`src/mcfr_pkg.sv`:
```
`timescale 1ns / 1ps

package mcfr_pkg;

    // frame layout
    localparam int unsigned FRAME_LEN = 13;
    localparam logic [3:0]  LEN_FULL  = 4'd13;
    localparam logic [3:0]  COUNT_SAT = 4'd14;
    localparam logic [3:0]  SUM_FIRST = 4'd1;
    localparam logic [3:0]  SUM_LAST  = 4'd8;

    localparam logic [7:0] HDR0 = 8'h4F;
    localparam logic [7:0] HDR1 = 8'h2A;
    localparam logic [7:0] TRL0 = 8'h0D;
    localparam logic [7:0] TRL1 = 8'h0A;

    localparam logic [7:0] ECHO_RESET = 8'd240;

    // frame status codes
    localparam logic [2:0] ST_OK       = 3'd0;
    localparam logic [2:0] ST_BAD_LEN  = 3'd1;
    localparam logic [2:0] ST_BAD_WRAP = 3'd2;
    localparam logic [2:0] ST_BAD_SUM  = 3'd3;
    localparam logic [2:0] ST_BAD_ECHO = 3'd4;

    typedef struct packed {
        logic [7:0] rx_byte;
        logic       frame_end;
    } item_t;

    typedef struct packed {
        logic [2:0]  frame_status;
        logic        brake_on;
        logic        motor_running;
        logic [4:0]  fault_flags;
        logic        ecu_enabled;
        logic        motor_locked;
        logic [2:0]  speed_limit_step;
        logic [1:0]  assist_mode;
        logic [15:0] hall_changes;
        logic [4:0]  alarms_raised;
        logic [4:0]  alarms_cleared;
    } result_t;

endpackage

```
`src/motor_controller_frame_receiver.sv`:
```
`timescale 1ns / 1ps

// Receives the motor controller's 13-byte reply frame one byte per transfer
// and gives one result for every byte marked with frame_end. A byte goes into
// an input register, from there the frame checker folds it into the running
// count, checksum and byte store and judges the frame, and the verdict lands
// in the output register, flagged by out_valid. Throughput is one byte per
// clock while no closing byte waits. The only stall comes from the output
// side: a closing byte waits in the input register while an earlier result
// has not been taken, and in_ready stays low until that result transfers.
// Non-ok results carry only frame_status. The user must write expected_echo
// through cfg_wr_en/cfg_wr_data only while idle; the block does not enforce it.
module motor_controller_frame_receiver
(
    input  logic        clk,
    input  logic        rst_n,

    // byte input
    input  logic        in_valid,
    output logic        in_ready,
    input  logic [7:0]  rx_byte,
    input  logic        frame_end,

    // expected echo register
    input  logic        cfg_wr_en,
    input  logic [7:0]  cfg_wr_data,

    // frame result
    output logic        out_valid,
    input  logic        out_ready,
    output logic [2:0]  frame_status,
    output logic        brake_on,
    output logic        motor_running,
    output logic [4:0]  fault_flags,
    output logic        ecu_enabled,
    output logic        motor_locked,
    output logic [2:0]  speed_limit_step,
    output logic [1:0]  assist_mode,
    output logic [15:0] hall_changes,
    output logic [4:0]  alarms_raised,
    output logic [4:0]  alarms_cleared
);

    logic              held_valid;
    mcfr_pkg::item_t   held_item;
    mcfr_pkg::item_t   in_item;
    mcfr_pkg::result_t check_result;
    logic              advance;

    logic              out_valid_reg;
    logic              out_valid_next;
    mcfr_pkg::result_t result_reg;
    logic [7:0]        echo_reg;

    assign in_item.rx_byte   = rx_byte;
    assign in_item.frame_end = frame_end;

    // a held data byte always moves on; a closing byte needs a free result slot
    assign advance = held_valid && (!held_item.frame_end || !out_valid_reg || out_ready);

    mcfr_in_stage u_in_stage
    (
        .clk        (clk),
        .rst_n      (rst_n),
        .in_valid   (in_valid),
        .in_ready   (in_ready),
        .in_item    (in_item),
        .advance    (advance),
        .held_valid (held_valid),
        .held_item  (held_item)
    );

    mcfr_frame_check u_frame_check
    (
        .clk           (clk),
        .rst_n         (rst_n),
        .step          (advance),
        .item          (held_item),
        .expected_echo (echo_reg),
        .result        (check_result)
    );

    // result register: loads on a judged frame, empties on an output transfer
    always_comb
    begin
        if (advance && held_item.frame_end)
        begin
            out_valid_next = 1'b1;
        end
        else if (out_ready)
        begin
            out_valid_next = 1'b0;
        end
        else
        begin
            out_valid_next = out_valid_reg;
        end
    end

    always_ff @(posedge clk or negedge rst_n)
    begin
        if (!rst_n)
        begin
            out_valid_reg <= 1'b0;
            echo_reg      <= mcfr_pkg::ECHO_RESET;
        end
        else
        begin
            out_valid_reg <= out_valid_next;
            if (cfg_wr_en)
            begin
                echo_reg <= cfg_wr_data;
            end
        end
    end

    always_ff @(posedge clk)
    begin
        if (advance && held_item.frame_end)
        begin
            result_reg <= check_result;
        end
    end

    assign out_valid        = out_valid_reg;
    assign frame_status     = result_reg.frame_status;
    assign brake_on         = result_reg.brake_on;
    assign motor_running    = result_reg.motor_running;
    assign fault_flags      = result_reg.fault_flags;
    assign ecu_enabled      = result_reg.ecu_enabled;
    assign motor_locked     = result_reg.motor_locked;
    assign speed_limit_step = result_reg.speed_limit_step;
    assign assist_mode      = result_reg.assist_mode;
    assign hall_changes     = result_reg.hall_changes;
    assign alarms_raised    = result_reg.alarms_raised;
    assign alarms_cleared   = result_reg.alarms_cleared;

endmodule

```
`src/mcfr_in_stage.sv`:
```
`timescale 1ns / 1ps

module mcfr_in_stage
(
    input  logic           clk,
    input  logic           rst_n,
    input  logic           in_valid,
    output logic           in_ready,
    input  mcfr_pkg::item_t in_item,
    input  logic           advance,
    output logic           held_valid,
    output mcfr_pkg::item_t held_item
);

    logic            valid_reg;
    logic            valid_next;
    mcfr_pkg::item_t item_reg;

    assign in_ready   = !valid_reg || advance;
    assign valid_next = in_valid ? 1'b1 : (valid_reg && !advance);

    always_ff @(posedge clk or negedge rst_n)
    begin
        if (!rst_n)
        begin
            valid_reg <= 1'b0;
        end
        else
        begin
            valid_reg <= valid_next;
        end
    end

    // payload register, loaded on every input transfer
    always_ff @(posedge clk)
    begin
        if (in_valid && in_ready)
        begin
            item_reg <= in_item;
        end
    end

    assign held_valid = valid_reg;
    assign held_item  = item_reg;

endmodule

```
`src/mcfr_frame_check.sv`:
```
`timescale 1ns / 1ps

module mcfr_frame_check
(
    input  logic              clk,
    input  logic              rst_n,
    input  logic              step,
    input  mcfr_pkg::item_t   item,
    input  logic [7:0]        expected_echo,
    output mcfr_pkg::result_t result
);

    logic [3:0]  count_reg;
    logic [3:0]  count_next;
    logic [10:0] sum_reg;
    logic [10:0] sum_next;
    logic [4:0]  latch_reg;
    logic [4:0]  latch_next;
    logic [7:0]  store_reg [mcfr_pkg::FRAME_LEN];

    logic [7:0]  view [mcfr_pkg::FRAME_LEN];
    logic [3:0]  count_inc;
    logic [10:0] sum_inc;
    logic [2:0]  status;
    logic [4:0]  faults;
    logic [7:0]  st_byte;
    logic [7:0]  ec_byte;

    // stored bytes with the byte in hand merged at its slot
    always_comb
    begin
        for (int i = 0; i < mcfr_pkg::FRAME_LEN; i++)
        begin
            view[i] = (count_reg == 4'(i)) ? item.rx_byte : store_reg[i];
        end
    end

    assign count_inc = (count_reg < mcfr_pkg::COUNT_SAT) ? count_reg + 4'd1 : count_reg;
    assign sum_inc   = (count_reg >= mcfr_pkg::SUM_FIRST && count_reg <= mcfr_pkg::SUM_LAST)
                     ? sum_reg + {3'b000, item.rx_byte} : sum_reg;

    always_comb
    begin
        if (count_inc != mcfr_pkg::LEN_FULL)
        begin
            status = mcfr_pkg::ST_BAD_LEN;
        end
        else if (view[0] != mcfr_pkg::HDR0 || view[1] != mcfr_pkg::HDR1 ||
                 view[11] != mcfr_pkg::TRL0 || view[12] != mcfr_pkg::TRL1)
        begin
            status = mcfr_pkg::ST_BAD_WRAP;
        end
        else if (sum_inc[7:0] != view[9] || {5'b00000, sum_inc[10:8]} != view[10])
        begin
            status = mcfr_pkg::ST_BAD_SUM;
        end
        else if (view[5] != expected_echo)
        begin
            status = mcfr_pkg::ST_BAD_ECHO;
        end
        else
        begin
            status = mcfr_pkg::ST_OK;
        end
    end

    assign st_byte = view[4];
    assign ec_byte = view[5];
    assign faults  = st_byte[6:2];

    // failed frames carry the status code only
    always_comb
    begin
        result              = '0;
        result.frame_status = status;
        if (status == mcfr_pkg::ST_OK)
        begin
            result.brake_on         = st_byte[0];
            result.motor_running    = st_byte[1];
            result.fault_flags      = faults;
            result.ecu_enabled      = ec_byte[0];
            result.motor_locked     = ec_byte[1];
            result.speed_limit_step = ec_byte[5:3];
            result.assist_mode      = ec_byte[7:6];
            result.hall_changes     = {view[6], view[7]};
            result.alarms_raised    = faults & ~latch_reg;
            result.alarms_cleared   = latch_reg & ~faults;
        end
    end

    always_comb
    begin
        count_next = count_reg;
        sum_next   = sum_reg;
        latch_next = latch_reg;
        if (step)
        begin
            if (item.frame_end)
            begin
                count_next = '0;
                sum_next   = '0;
                if (status == mcfr_pkg::ST_OK)
                begin
                    latch_next = faults;
                end
            end
            else
            begin
                count_next = count_inc;
                sum_next   = sum_inc;
            end
        end
    end

    always_ff @(posedge clk or negedge rst_n)
    begin
        if (!rst_n)
        begin
            count_reg <= '0;
            sum_reg   <= '0;
            latch_reg <= '0;
        end
        else
        begin
            count_reg <= count_next;
            sum_reg   <= sum_next;
            latch_reg <= latch_next;
        end
    end

    always_ff @(posedge clk)
    begin
        if (step && count_reg < mcfr_pkg::LEN_FULL)
        begin
            store_reg[count_reg] <= item.rx_byte;
        end
    end

endmodule
```
`config.mk`:
```
export PLATFORM = sky130hd
export DESIGN_NAME = motor_controller_frame_receiver
export DESIGN_NICKNAME = d
export VERILOG_FILES = /design/src/mcfr_pkg.sv /design/src/motor_controller_frame_receiver.sv /design/src/mcfr_in_stage.sv /design/src/mcfr_frame_check.sv
export SDC_FILE = /design/constraint.sdc
export NUM_CORES = 1
export LEC_CHECK = 0
export CAP_MARGIN = 20
export CORE_MARGIN = 2
export CORE_UTILIZATION = 62
export DETAILED_ROUTE_END_ITERATION = 7
export DONT_BUFFER_PORTS = 1
export GPL_TIMING_DRIVEN = 1
export PLACE_DENSITY = 0.78
export SKIP_CTS_REPAIR_TIMING = 1
export SKIP_LAST_GASP = 1
export SYNTH_ARGS = -nofsm -noshare
export SYNTH_HDL_FRONTEND = slang
export SYNTH_HIERARCHICAL = 1
export SYNTH_SLANG_ARGS = --single-unit
```
`constraint.sdc`:
```
create_clock -name clk -period 3.6 [get_ports clk]
set_input_delay 0.72 -clock clk [delete_from_list [all_inputs] [get_ports clk]]
set_output_delay 0.72 -clock clk [all_outputs]
set_load 0.01 [all_outputs]
```
======== Word level (Yosys, flattened, before mapping) ========
Memories as Yosys holds them, arrays and structs flattened. A register that Yosys moved wholly into a read port is not among the register bits.
Index checks and enable logic that the tools add are counted.
storage, ports and cells
  register bits after elaboration ......... 66
  memory bits (writable) .................. 104
  input port bits ......................... 22
  output and inout bits ................... 45
  logic and storage cells ................. 88
  memories ................................ 1
memory list
  memory                   words  width  rd ports  clocked after Yosys merged registers in  write ports  RTL line                source
  u_frame_check.store_reg  13     8      10        2                                        1            mcfr_frame_check.sv:19  logic [7:0] store_reg [mcfr_pkg::FRAME_LEN];
cells by class
  add/subtract/negate cells ............... 2
  magnitude comparators ................... 4
  equality and inequality tests ........... 15
  mux-type cells .......................... 21
  bitwise logic cells ..................... 4
  reduce and logical (&&, ||, !) cells .... 23
operators with widths
  operator                                                                             count
  8-bit two-way mux                                                                    7
  11-bit two-way mux                                                                   2
  4-bit equality test, second input constant                                           4
  8-bit by 4-bit inequality test with 1-bit output, second input constant              2
  8-bit inequality test                                                                2
  3-bit two-way mux                                                                    4
  11-bit by 8-bit adder with 11-bit output                                             1
  5-bit bitwise AND                                                                    2
  5-bit NOT                                                                            2
  4-bit by 3-bit equality test with 1-bit output, second input constant                2
  4-bit less-than comparator, second input constant                                    2
  4-bit two-way mux                                                                    2
  3-bit by 8-bit inequality test with 1-bit output                                     1
  8-bit by 6-bit inequality test with 1-bit output, second input constant              1
  8-bit by 7-bit inequality test with 1-bit output, second input constant              1
  1-bit logical OR                                                                     7
  7-bit two-way mux                                                                    1
  1-bit logical AND                                                                    6
  1-bit zero test                                                                      6
  1-bit two-way mux                                                                    5
  4-bit by 1-bit adder with 4-bit output, second input constant                        1
  4-bit by 1-bit equality test with 1-bit output, second input constant                1
  4-bit by 1-bit greater-or-equal comparator with 1-bit output, second input constant  1
  4-bit <= comparator, second input constant                                           1
  5 further kinds                                                                      5

======== Logic depth before layout (Yosys ltp) ========
Gate-level depths: netlist of the first run.
  depth in word-level cells ............... 10
  depth in mapped cells ................... 12
  depth with buffers taken out ............ 11

======== Modules after synthesis ========
The synthesis of the first run kept the hierarchy.
modules (own cells, without submodules)
  module                           times used  cells an instance  area an instance (µm²)  sequential area each (µm²)
  mcfr_frame_check                 1           467                5331.4                  2872.8
  motor_controller_frame_receiver  1           66                 1680.4                  1521.5
  mcfr_in_stage                    1           13                 324.1                   295.3

======== Worst setup path before layout of the first run ========
Ideal clock, no wire load.
  path type ............................... input to register
  start ................................... input out_ready
  end ..................................... register result_reg, in the netlist alarms_cleared[0], enable pin
  setup time .............................. 0.443 ns
  arrival time ............................ 2.589 ns
  required time ........................... 3.157 ns
  setup slack ............................. 0.568 ns
  cell stages on the path ................. 2
  path buffers ............................ 0
  path through ............................ nor2b_1 -> nor2_1
on the way
  word-level cells in the longest chain between the ends .. 3
RTL lines
  item                  RTL line                                source
  from (decl)           motor_controller_frame_receiver.sv:30   input logic out_ready,
  1-bit logical OR      motor_controller_frame_receiver.sv:59   assign advance = held_valid && (!held_item.frame_end || !out_valid_reg || out_ready);
  1-bit logical AND     motor_controller_frame_receiver.sv:59
  1-bit logical AND     motor_controller_frame_receiver.sv:119  if (advance && held_item.frame_end)
  to (signal assigned)  motor_controller_frame_receiver.sv:121  result_reg <= check_result;
  to (decl)             motor_controller_frame_receiver.sv:52   mcfr_pkg::result_t result_reg;
No other way between the ends.
A chain may end at the register's enable or synchronous reset.

======== Worst setup path after layout of the first run ========
  start ................................... register u_frame_check.count_reg[0]
  end ..................................... register result_reg, in the netlist alarms_raised[1], data pin
on the way
  word-level cells in the longest chain between the ends .. 9
RTL lines
  item                                                                                  RTL line                                        source
  from (decl)                                                                           mcfr_frame_check.sv:13                          logic [3:0] count_reg;
  from (signal assigned)                                                                mcfr_frame_check.sv:125                         count_reg <= count_next;
  4-bit by 1-bit greater-or-equal comparator with 1-bit output (tied with other cells)  mcfr_frame_check.sv:39                          assign sum_inc = (count_reg >= mcfr_pkg::SUM_FIRST && count_reg <= mcfr_pkg::SUM_LAST)
  1-bit logical AND / 8-bit two-way mux (equally long branches)                         mcfr_frame_check.sv:39, mcfr_frame_check.sv:34
  11-bit two-way mux (tied with other cells)                                            mcfr_frame_check.sv:40                          ? sum_reg + {3'b000, item.rx_byte} : sum_reg;
  8-bit inequality test (tied with other cells)                                         mcfr_frame_check.sv:53                          else if (sum_inc[7:0] != view[9] || {5'b00000, sum_inc[10:8]} != view[10])
  1-bit logical OR, on equally long branches                                            mcfr_frame_check.sv:53, mcfr_frame_check.sv:48
  3-bit two-way mux / 1-bit logical OR (equally long branches)                          mcfr_frame_check.sv:53, mcfr_frame_check.sv:49
  3-bit two-way mux                                                                     mcfr_frame_check.sv:48                          else if (view[0] != mcfr_pkg::HDR0 || view[1] != mcfr_pkg::HDR1 ||
  3-bit two-way mux                                                                     mcfr_frame_check.sv:44                          if (count_inc != mcfr_pkg::LEN_FULL)
  3-bit zero test                                                                       mcfr_frame_check.sv:76                          if (status == mcfr_pkg::ST_OK)
Parallel ways exist; a longest one is shown, timed or not.

==> out/summary.txt, run 1 <==
status -> finished clean
area growth from synthesis to layout -> 13.10%
proportion of layout cells with a drive suffix above 1 -> 15.50%
GPL Wtd Cong -> 1.010
Worst Max-Slew Pin Slew -> 824.0 ps
Yosys reg bits -> 161
top sig layer -> met4
GRT Total Usage -> 24.86%
crit path launch type -> register
endpoint class of the critical path -> register
ANT nets after route -> 0
Hold WS -> 122.3 ps
non-filler instance count after layout -> 730
CTS Root Cell -> clkbuf_16
RR Startpoint -> u_frame_check/count_reg[0]
crit path time final -> 3360 ps
worst hold path class -> input port to asynchronous set/reset pin
die area -> 12720 sq um
cells after synthesis -> 546
Critical Path AT -> 3620 ps
Top FF cell, synth -> edfxtp_1
Worst EP required -> 3860 ps
WL/cell -> 21.03 um
Via Count -> 4617
syn nets -> 582
ANT cells -> 0
pre-CTS setup slack -> -7.895 ps
Register Area -> 4690 sq um
NumNets Final -> 610
dpl cell area -> 7619 sq um
Clock Pin Slew Worst Setup and Hold Paths -> 70 ps
number of flip-flops in the largest register -> 79
Die H -> 112.8 um
wl on met1 -> 6444 um
worst setup path start -> u_frame_check/count_reg[0]
CTS buffer count -> 17
Die Wd -> 112.8 um
CTS tree -> yes
Max-slew headroom -> 44.86%
crit share post-route -> 93.33%
Clock Sink Count -> 161
most common cell in the synthesized netlist -> edfxtp_1
Multi-input gate area -> 2500 sq um
I/O pin count -> 67
sequential area share after synthesis -> 63.93%
Tot Pwr -> 5.270 mW
initial DRC count -> 432
Placed Cells -> 694
Skew-Pair Late Insertion Delay -> 420 ps
CTS max path bufs -> 2
Fin. Hold Viols -> 0
Peak supply drop -> 0.0004828 V
initial antenna violation count -> 0
Met3 Wirelength -> 972 um
Leak -> 3.231 nW
final setup vio count -> 0
setup_tns -> 0 ps
first-pass GRT wire length -> 23780 um
Netlist Area Pre-Place -> 7336 sq um
leading cell types by count after synthesis -> 131 x edfxtp_1, 62 x nor2_1, 46 x mux2i_1
Fmax -> 297.6 MHz
DRC viols -> 0
Synth area leader -> edfxtp_1
post-synth top area share -> 53.62%
maxcap violations -> 0
vias in the first global route -> 4385
routed vias/inst -> 6.325
Pwr Density -> 635.2 nW/um^2
pin count of the biggest net entering global routing -> 41
first drt pass iteration count -> 5
worst-path fanout max -> 40
Remaining Overflow, GRT -> 0
fillers -> 730
final instance area -> 8297 sq um
port bufs -> 0
Post-synth ARST share -> 18.63%
Ys Warns -> 6
max-slew violations -> 0
Post-synth EDFFs -> 131
Cell variety after synth -> 64
drt total wl -> 15350 um
critical path type -> register to register
CORE AREA -> 11470 sq um
DP Wirelength -> 10230 um
Core Rows -> 39
H-Tree Depth -> 4
Worst Clk Skew -> 11.79 ps
synth top area cells -> edfxtp_1 54%, dfrtp_1 8.9%, mux2i_1 6.3%
synthesized area per cell -> 13.44 sq um
routed length on met2 -> 7526 um
final core utilization -> 72.35%
final setup margin -> 240.3 ps
initial core utilization -> 63.97%
where the power goes:
part / internal, mW / total (mW) / switching [mW]
combinational: 0.420 / 1.06 / 0.645
clock: 1.18 / 1.89 / 0.704
sequential: 2.19 / 2.32 / 0.130
cells in the final DEF (no fill, tap or decap), drive strengths merged, types with 5 or more instances in the layout:
| master | instances |
|---|---|
| a21oi | 18 |
| a22o | 5 |
| buf | 29 |
| clkbuf | 20 |
| dfrtp | 26 |
| edfxtp | 131 |
| ha | 13 |
| inv | 17 |
| mux2 | 11 |
| mux2i | 46 |
| nand2 | 41 |
| nand2b | 9 |
| nand3 | 10 |
| nand3b | 5 |
| nor2 | 62 |
| nor3 | 12 |
| nor4 | 6 |
| o2111ai | 5 |
| o211ai | 6 |
| o21ai | 18 |
| xnor2 | 12 |
| xor2 | 7 |
logic make-up after synthesis:
| logic type | count (synthesis) | synth area share (%) |
|---|---|---|
| mux | 57 | 8.375 |
| compound gates | 83 | 7.931 |
| simple gates | 177 | 12.83 |
| buf+inv | 35 | 2.183 |
| fa+ha+maj | 14 | 2.490 |
| flops | 161 | 63.93 |
| xor+xnor | 19 | 2.268 |
path summary, 6_finish.rpt:
check | cells after the start | endpoint | slack [ps]
min in group clk | 0 | u_in_stage/held_item[5] | 400
worst max-delay path | 11 | alarms_raised[1] | 240
max in group asynchronous | 1 | echo_reg[1] | 3310
worst max register to register | 11 | alarms_raised[1] | 240
worst min register to register | 1 | u_frame_check/sum_reg[0] | 540
worst min-delay path | 1 | u_frame_check/sum_reg[3] | 120
layer usage:
metal	vias up	track usage, %
met5	-	0
met4	0	10.00
met3	42	4.499
met2	231	40.72
met1	2241	33.42
li1	2103	-
cell type report:
type	instances	area share, %
inverter	15	0.6786
timing repair buffer	29	2.926
multi-input combinational	350	30.13
clock inverter	12	2.202
tap	143	2.157
clock buffer	20	5.384
sequential	161	56.52
worst max-delay path: stages (launching register included):
cell,delay (ps)
dfrtp_1,460
ha_1,300
nand3b_1,130
buf_4,190
mux2i_1,350
xnor2_1,120
nor4_2,400
nor4bb_1,400
and4b_1,240
nand4_1,100
buf_4,290
nor3_2,200
Note: power is estimated with default switching activity, not from simulation.
==> inputs of run 2 (changes only) <==
--- a/config.mk
+++ b/config.mk
@@ -6,13 +6,15 @@
 export NUM_CORES = 1
 export LEC_CHECK = 0
 export CAP_MARGIN = 20
+export CELL_PAD_IN_SITES_DETAIL_PLACEMENT = 0
+export CELL_PAD_IN_SITES_GLOBAL_PLACEMENT = 1
 export CORE_MARGIN = 2
-export CORE_UTILIZATION = 62
+export CORE_UTILIZATION = 52
 export DETAILED_ROUTE_END_ITERATION = 7
 export DONT_BUFFER_PORTS = 1
 export GPL_TIMING_DRIVEN = 1
-export PLACE_DENSITY = 0.78
-export SKIP_CTS_REPAIR_TIMING = 1
+export MAX_ROUTING_LAYER = met4
+export PLACE_DENSITY_LB_ADDON = 0.1
 export SKIP_LAST_GASP = 1
 export SYNTH_ARGS = -nofsm -noshare
 export SYNTH_HDL_FRONTEND = slang
==> run 2 against run 1 <==
Combinational power is essentially flat. Largest power group unchanged. Highest routed layer unchanged. Critical path depth is the same. Via count shrank 3.1%. First-iteration DRC count shrank 18%. Worst hold slack lost 1.2 ps. Clock-buffer cell count shrank 2. Routed wire length grew 1.2%. Register-to-register slack gained 70 ps.
==> out/summary.txt, run 2 (synthesis results as in run 1) <==
status -> finished clean
Max-slew headroom -> 48.02%
most frequent cells in the layout -> 131 x edfxtp_1, 61 x nor2_1, 45 x mux2i_1, 41 x nand2_1, 26 x dfrtp_1
Worst Max-Slew Pin Slew -> 776.8 ps
CP max stage cell -> dfrtp_1
first-pass GRT wire length -> 24470 um
non-filler instance count after layout -> 765
CTS buffer count -> 17
GPL Wtd Cong -> 0.9447
critical path type -> register to register
vias in the first global route -> 4484
H-Tree Depth -> 4
initial core utilization -> 53.05%
endpoint class of the critical path -> register
Via Count -> 4475
maxcap violations -> 0
max-slew violations -> 0
GRT Total Usage -> 22.76%
port bufs -> 0
CTS tree -> yes
crit path time final -> 3291 ps
crit share post-route -> 91.43%
ANT cells -> 0
Fin. Hold Viols -> 0
proportion of layout cells with a drive suffix above 1 -> 15.38%
Placed Cells -> 729
Remaining Overflow, GRT -> 0
Peak supply drop -> 0.0004622 V
worst hold path class -> input port to asynchronous set/reset pin
area growth from synthesis to layout -> 13.15%
Worst Clk Skew -> 11.51 ps
CTS Root Cell -> clkbuf_16
Clock Sink Count -> 161
GR Util met2 -> 36.26%
GR Util met1 -> 29.24%
routed vias/inst -> 5.850
Skew-Pair Late Insertion Delay -> 430 ps
commonest non-fill, non-tap cell in the layout -> edfxtp_1
initial antenna violation count -> 0
I/O pin count -> 67
setup_tns -> 0 ps
final setup vio count -> 0
Core Rows -> 43
CORE AREA -> 13830 sq um
busiest grt layer -> met2
Critical Path Max Stage Delay -> 440 ps
DRC viols -> 0
CP Cell Sequence -> ha_1 > nand3b_1 > buf_4 > mux2i_2 > xnor2_1 > nor4_2 > nor4bb_1 > and4b_1 > nand4_1 > buf_12 > nor3_2
crit path launch type -> register
DP Wirelength -> 10820 um
Clock Pin Slew Worst Setup and Hold Paths -> 60 ps
worst-path fanout max -> 40
fillers -> 1095
Fmax -> 303.8 MHz
Die H -> 122.8 um
first drt pass iteration count -> 5
ANT nets after route -> 0
die area -> 15070 sq um
number of flip-flops in the largest register -> 79
CTS max path bufs -> 2
Critical Path AT -> 3560 ps
R2R cell count -> 11
initial DRC count -> 356
NumNets Final -> 608
RSZ-0062 raised after global routing -> no
pin count of the biggest net entering global routing -> 41
WL/cell -> 20.30 um
Pwr Density -> 621.7 nW/um^2
Die Wd -> 122.8 um
Worst EP required -> 3870 ps
Leak -> 3.203 nW
M3 GR Usage -> 4.693%
drt total wl -> 15530 um
[run 2: path summary, 6_finish.rpt]
check                                           startpoint                         end  slack (ps)
worst max-delay path            u_frame_check/count_reg[0]            alarms_raised[0]         310
worst min-delay path                                 rst_n    u_frame_check/sum_reg[5]         120
worst max register to register  u_frame_check/count_reg[0]            alarms_raised[0]         310
worst min register to register    u_frame_check/sum_reg[1]    u_frame_check/sum_reg[1]         520
max in group asynchronous                            rst_n  u_frame_check/count_reg[0]        3300
min in group clk                                 frame_end     u_in_stage/held_item[0]         390
[run 2: power by group]
part | leakage, nW | internal [mW] | total [mW] | switching (mW)
combinational | 1.35 | 0.412 | 1.06 | 0.645
sequential | 1.57 | 2.19 | 2.31 | 0.128
clock | 0.287 | 1.09 | 1.79 | 0.702
[run 2: per-stage QoR]
step | power, mW | utilization [%] | cell area, sq um | setup slack [ps] | hold WS [ps]
CTS | 5.177 | 59.94 | 8288 | 149.0 | 114.7
global placement | 3.360 | 55.33 | 7650 | -14.82 | 425.7
global route | 5.396 | 60.03 | 8300 | 72.20 | 123.6
floorplan | 3.074 | - | 7336 | 567.8 | 424.4
detailed placement | 3.376 | 55.33 | 7650 | -77.50 | 425.9
finish | 5.160 | 60.03 | 8300 | 308.6 | 121.1
[run 2: per-layer routing]
| layer | share of wire [%] | routed length, um |
|---|---|---|
| met1 | 45 | 6924 |
| met2 | 49 | 7636 |
| met3 | 4.7 | 730 |
| met4 | 1.5 | 239 |
| met5 | 0 | 0 |
[run 2: timing repair]
item | in CTS | in global routing
pin swaps | 0 | 0
endpoints found under the setup margin | 33 | 16
hold buffers | 1 | 0
setup buffers | 3 | 0
hold endpoints to repair | 26 | 0
resized for setup | 1 | 3
[run 2: final cells by class]
cell class                      count  area (sq um)  area share [%]
Clock buffer                       18         429.2           5.170
Inverter                           15         56.30          0.6783
Clock inverter                     14         162.7           1.960
Timing Repair Buffer               27         227.7           2.743
Multi-Input combinational cell    350          2510           30.24
Sequential cell                   161          4690           56.50
Tap cell                          180         225.2           2.713
[run 2: critical path: cells and delay by family (launching register included)]
family | cells | cell delay (ps)
xor gates and xnor gates | 1 | 130
muxes | 1 | 320
adders and majority gates | 1 | 300
buffers and inverters | 2 | 410
DFF | 1 | 440
and+or+nand+nor | 6 | 1520
==> inputs of run 3 (changes only) <==
--- a/config.mk
+++ b/config.mk
@@ -8,8 +8,7 @@
 export CAP_MARGIN = 20
 export CELL_PAD_IN_SITES_DETAIL_PLACEMENT = 0
 export CELL_PAD_IN_SITES_GLOBAL_PLACEMENT = 1
-export CORE_MARGIN = 2
-export CORE_UTILIZATION = 52
+export CORE_UTILIZATION = 56
 export DETAILED_ROUTE_END_ITERATION = 7
 export DONT_BUFFER_PORTS = 1
 export GPL_TIMING_DRIVEN = 1
==> constraint.sdc (replaced) <==
create_clock -name clk -period 3.9 [get_ports clk]
set_input_delay 0.78 -clock clk [delete_from_list [all_inputs] [get_ports clk]]
set_output_delay 0.78 -clock clk [all_outputs]
set_load 0.01 [all_outputs]
==> run 3 against run 2 <==
Final cell count shrank 2.1%. Via count shrank 1.1%. Largest cell class unchanged. Critical path type unchanged. Clock power shrank 10%. Worst setup slack better by 75 ps. First-iteration DRC count fell by 10%. Routed wire length fell by 4.1%. Worst hold slack got worse by 74 ps. Non-clock buffer count decreased by 8. Sequential power down 7%. Clock skew fell by 3.5 ps. Highest routed layer unchanged.
==> out/summary.txt, run 3 (synthesis results as in run 1) <==
Die Wd -> 116.5 um
Die H -> 116.5 um
initial antenna violation count -> 0
Core Rows -> 41
worst hold path class -> input port to asynchronous set/reset pin
H-Tree Depth -> 4
vias in the first global route -> 4239
GPL Wtd Cong -> 0.9306
Worst Clk Skew -> 8.041 ps
endpoint class of the critical path -> register
I/O pin count -> 67
Leak -> 3.153 nW
area growth from synthesis to layout -> 11.58%
Remaining Overflow, GRT -> 0
CTS buffer count -> 17
first drt pass iteration count -> 5
max-slew violations -> 0
CTS tree -> yes
most frequent cells in the layout -> 131 x edfxtp_1, 61 x nor2_1, 46 x mux2i_1, 41 x nand2_1, 26 x dfrtp_1
wl on met1 -> 6624 um
fillers -> 954
status -> finished clean
port bufs -> 0
die area -> 13560 sq um
Via Count -> 4428
Worst EP required -> 4170 ps
final core utilization -> 64.60%
CP max stage cell -> nor4_1
initial core utilization -> 57.89%
number of flip-flops in the largest register -> 79
GRT Total Usage -> 24.97%
setup_tns -> 0 ps
CP Cell Sequence -> inv_1 > ha_1 > nand3b_1 > buf_4 > mux2i_1 > xnor2_1 > nor4_1 > nor4bb_1 > and4b_1 > nand4_1 > buf_12 > nor3_2
crit path time final -> 3517 ps
routed length on met2 -> 7134 um
Worst Max-Slew Pin Slew -> 1037 ps
top sig layer -> met4
Fmax -> 284.4 MHz
crit path launch type -> register
post_cts resized -> 0
Clock Sink Count -> 161
Critical Path AT -> 3780 ps
maxcap violations -> 0
Max-slew headroom -> 30.35%
Skew-Pair Late Insertion Delay -> 420 ps
RSZ-0062 raised after global routing -> no
Clock Pin Slew Worst Setup and Hold Paths -> 60 ps
Pwr Density -> 571.5 nW/um^2
drt total wl -> 14900 um
critical path type -> register to register
initial DRC count -> 320
Met3 Wirelength -> 799 um
pin count of the biggest net entering global routing -> 41
Critical Path Max Stage Delay -> 570 ps
ANT nets after route -> 0
final setup vio count -> 0
DRC viols -> 0
Peak supply drop -> 0.0003781 V
NumNets Final -> 600
routed vias/inst -> 5.912
commonest non-fill, non-tap cell in the layout -> edfxtp_1
worst-path fanout max -> 40
CTS Root Cell -> clkbuf_16
ANT cells -> 0
WL/cell -> 19.89 um
first-pass GRT wire length -> 23560 um
Fin. Hold Viols -> 0
CTS max path bufs -> 2
CORE AREA -> 12670 sq um
proportion of layout cells with a drive suffix above 1 -> 13.52%
crit share post-route -> 90.17%
DP Wirelength -> 10360 um
-- run 3: path summary, 6_finish.rpt --
kind	startpoint	to	slack (ps)	cells past startpoint
min in group clk	rx_byte[3]	u_in_stage/held_item[4]	450	0
setup / recovery	u_frame_check/count_reg[1]	alarms_raised[3]	380	12
hold / removal	rst_n	u_frame_check/sum_reg[7]	50	0
max in group asynchronous	rst_n	echo_reg[4]	3670	0
hold reg to reg	u_frame_check/sum_reg[1]	u_frame_check/sum_reg[1]	530	2
setup reg to reg	u_frame_check/count_reg[1]	alarms_raised[3]	380	12
-- run 3: what timing repair did --
item | CTS | global route
hold buffers | 0 | 0
buffers inserted | 0 | 4
endpoints found under the hold margin | 0 | 0
endpoints found under the setup margin | 0 | 40
-- run 3: area by class of cell --
class	instances	area [sq um]	share of cell area, %
clock inverters	10	111.4	1.360
well taps	172	215.2	2.629
repair buffers	19	155.1	1.895
clock buffers	22	464.2	5.671
inverters	15	56.30	0.6879
multi-input cells	350	2494	30.46
flip-flops and latches	161	4690	57.29
-- run 3: critical path: cells and delay by family, from the launching register on --
kind	cells	cell delay, ps
and+or+nand+nor	6	1600
muxes	1	330
buffers and inverters	3	550
adders and majority gates	1	270
DFF	1	490
xor gates and xnor gates	1	100
-- run 3: routing by layer --
metal	vias up	GRT usage (%)
li1	2090	-
met1	2149	32.49
met2	161	38.30
met3	28	4.826
met4	0	10.85
met5	-	-
-- run 3: power breakdown --
part           total [mW]  internal (mW)  switching [mW]  leakage, nW
Clock                1.61          0.973           0.635        0.278
Combinational       0.919          0.351           0.568         1.31
Sequential           2.15           2.02           0.132         1.57
Total                4.68           3.34            1.34         3.15
-- run 3: per-stage QoR --
| step | hold WS, ps | cell area (sq um) | total power [mW] | instances | setup slack (ps) |
|---|---|---|---|---|---|
| after detailed placement | 485.1 | 7572 | 3.081 | 712 | 237.6 |
| after global routing | 26.29 | 8185 | 4.875 | 749 | 110.1 |
| after CTS | 28.61 | 8148 | 4.686 | 744 | 180.1 |
| after global placement | 485.6 | 7572 | 3.064 | 712 | 295.4 |
| final | 46.86 | 8185 | 4.678 | 749 | 383.3 |
| after floorplan | 475.3 | 7336 | 2.838 | 546 | 807.8 |
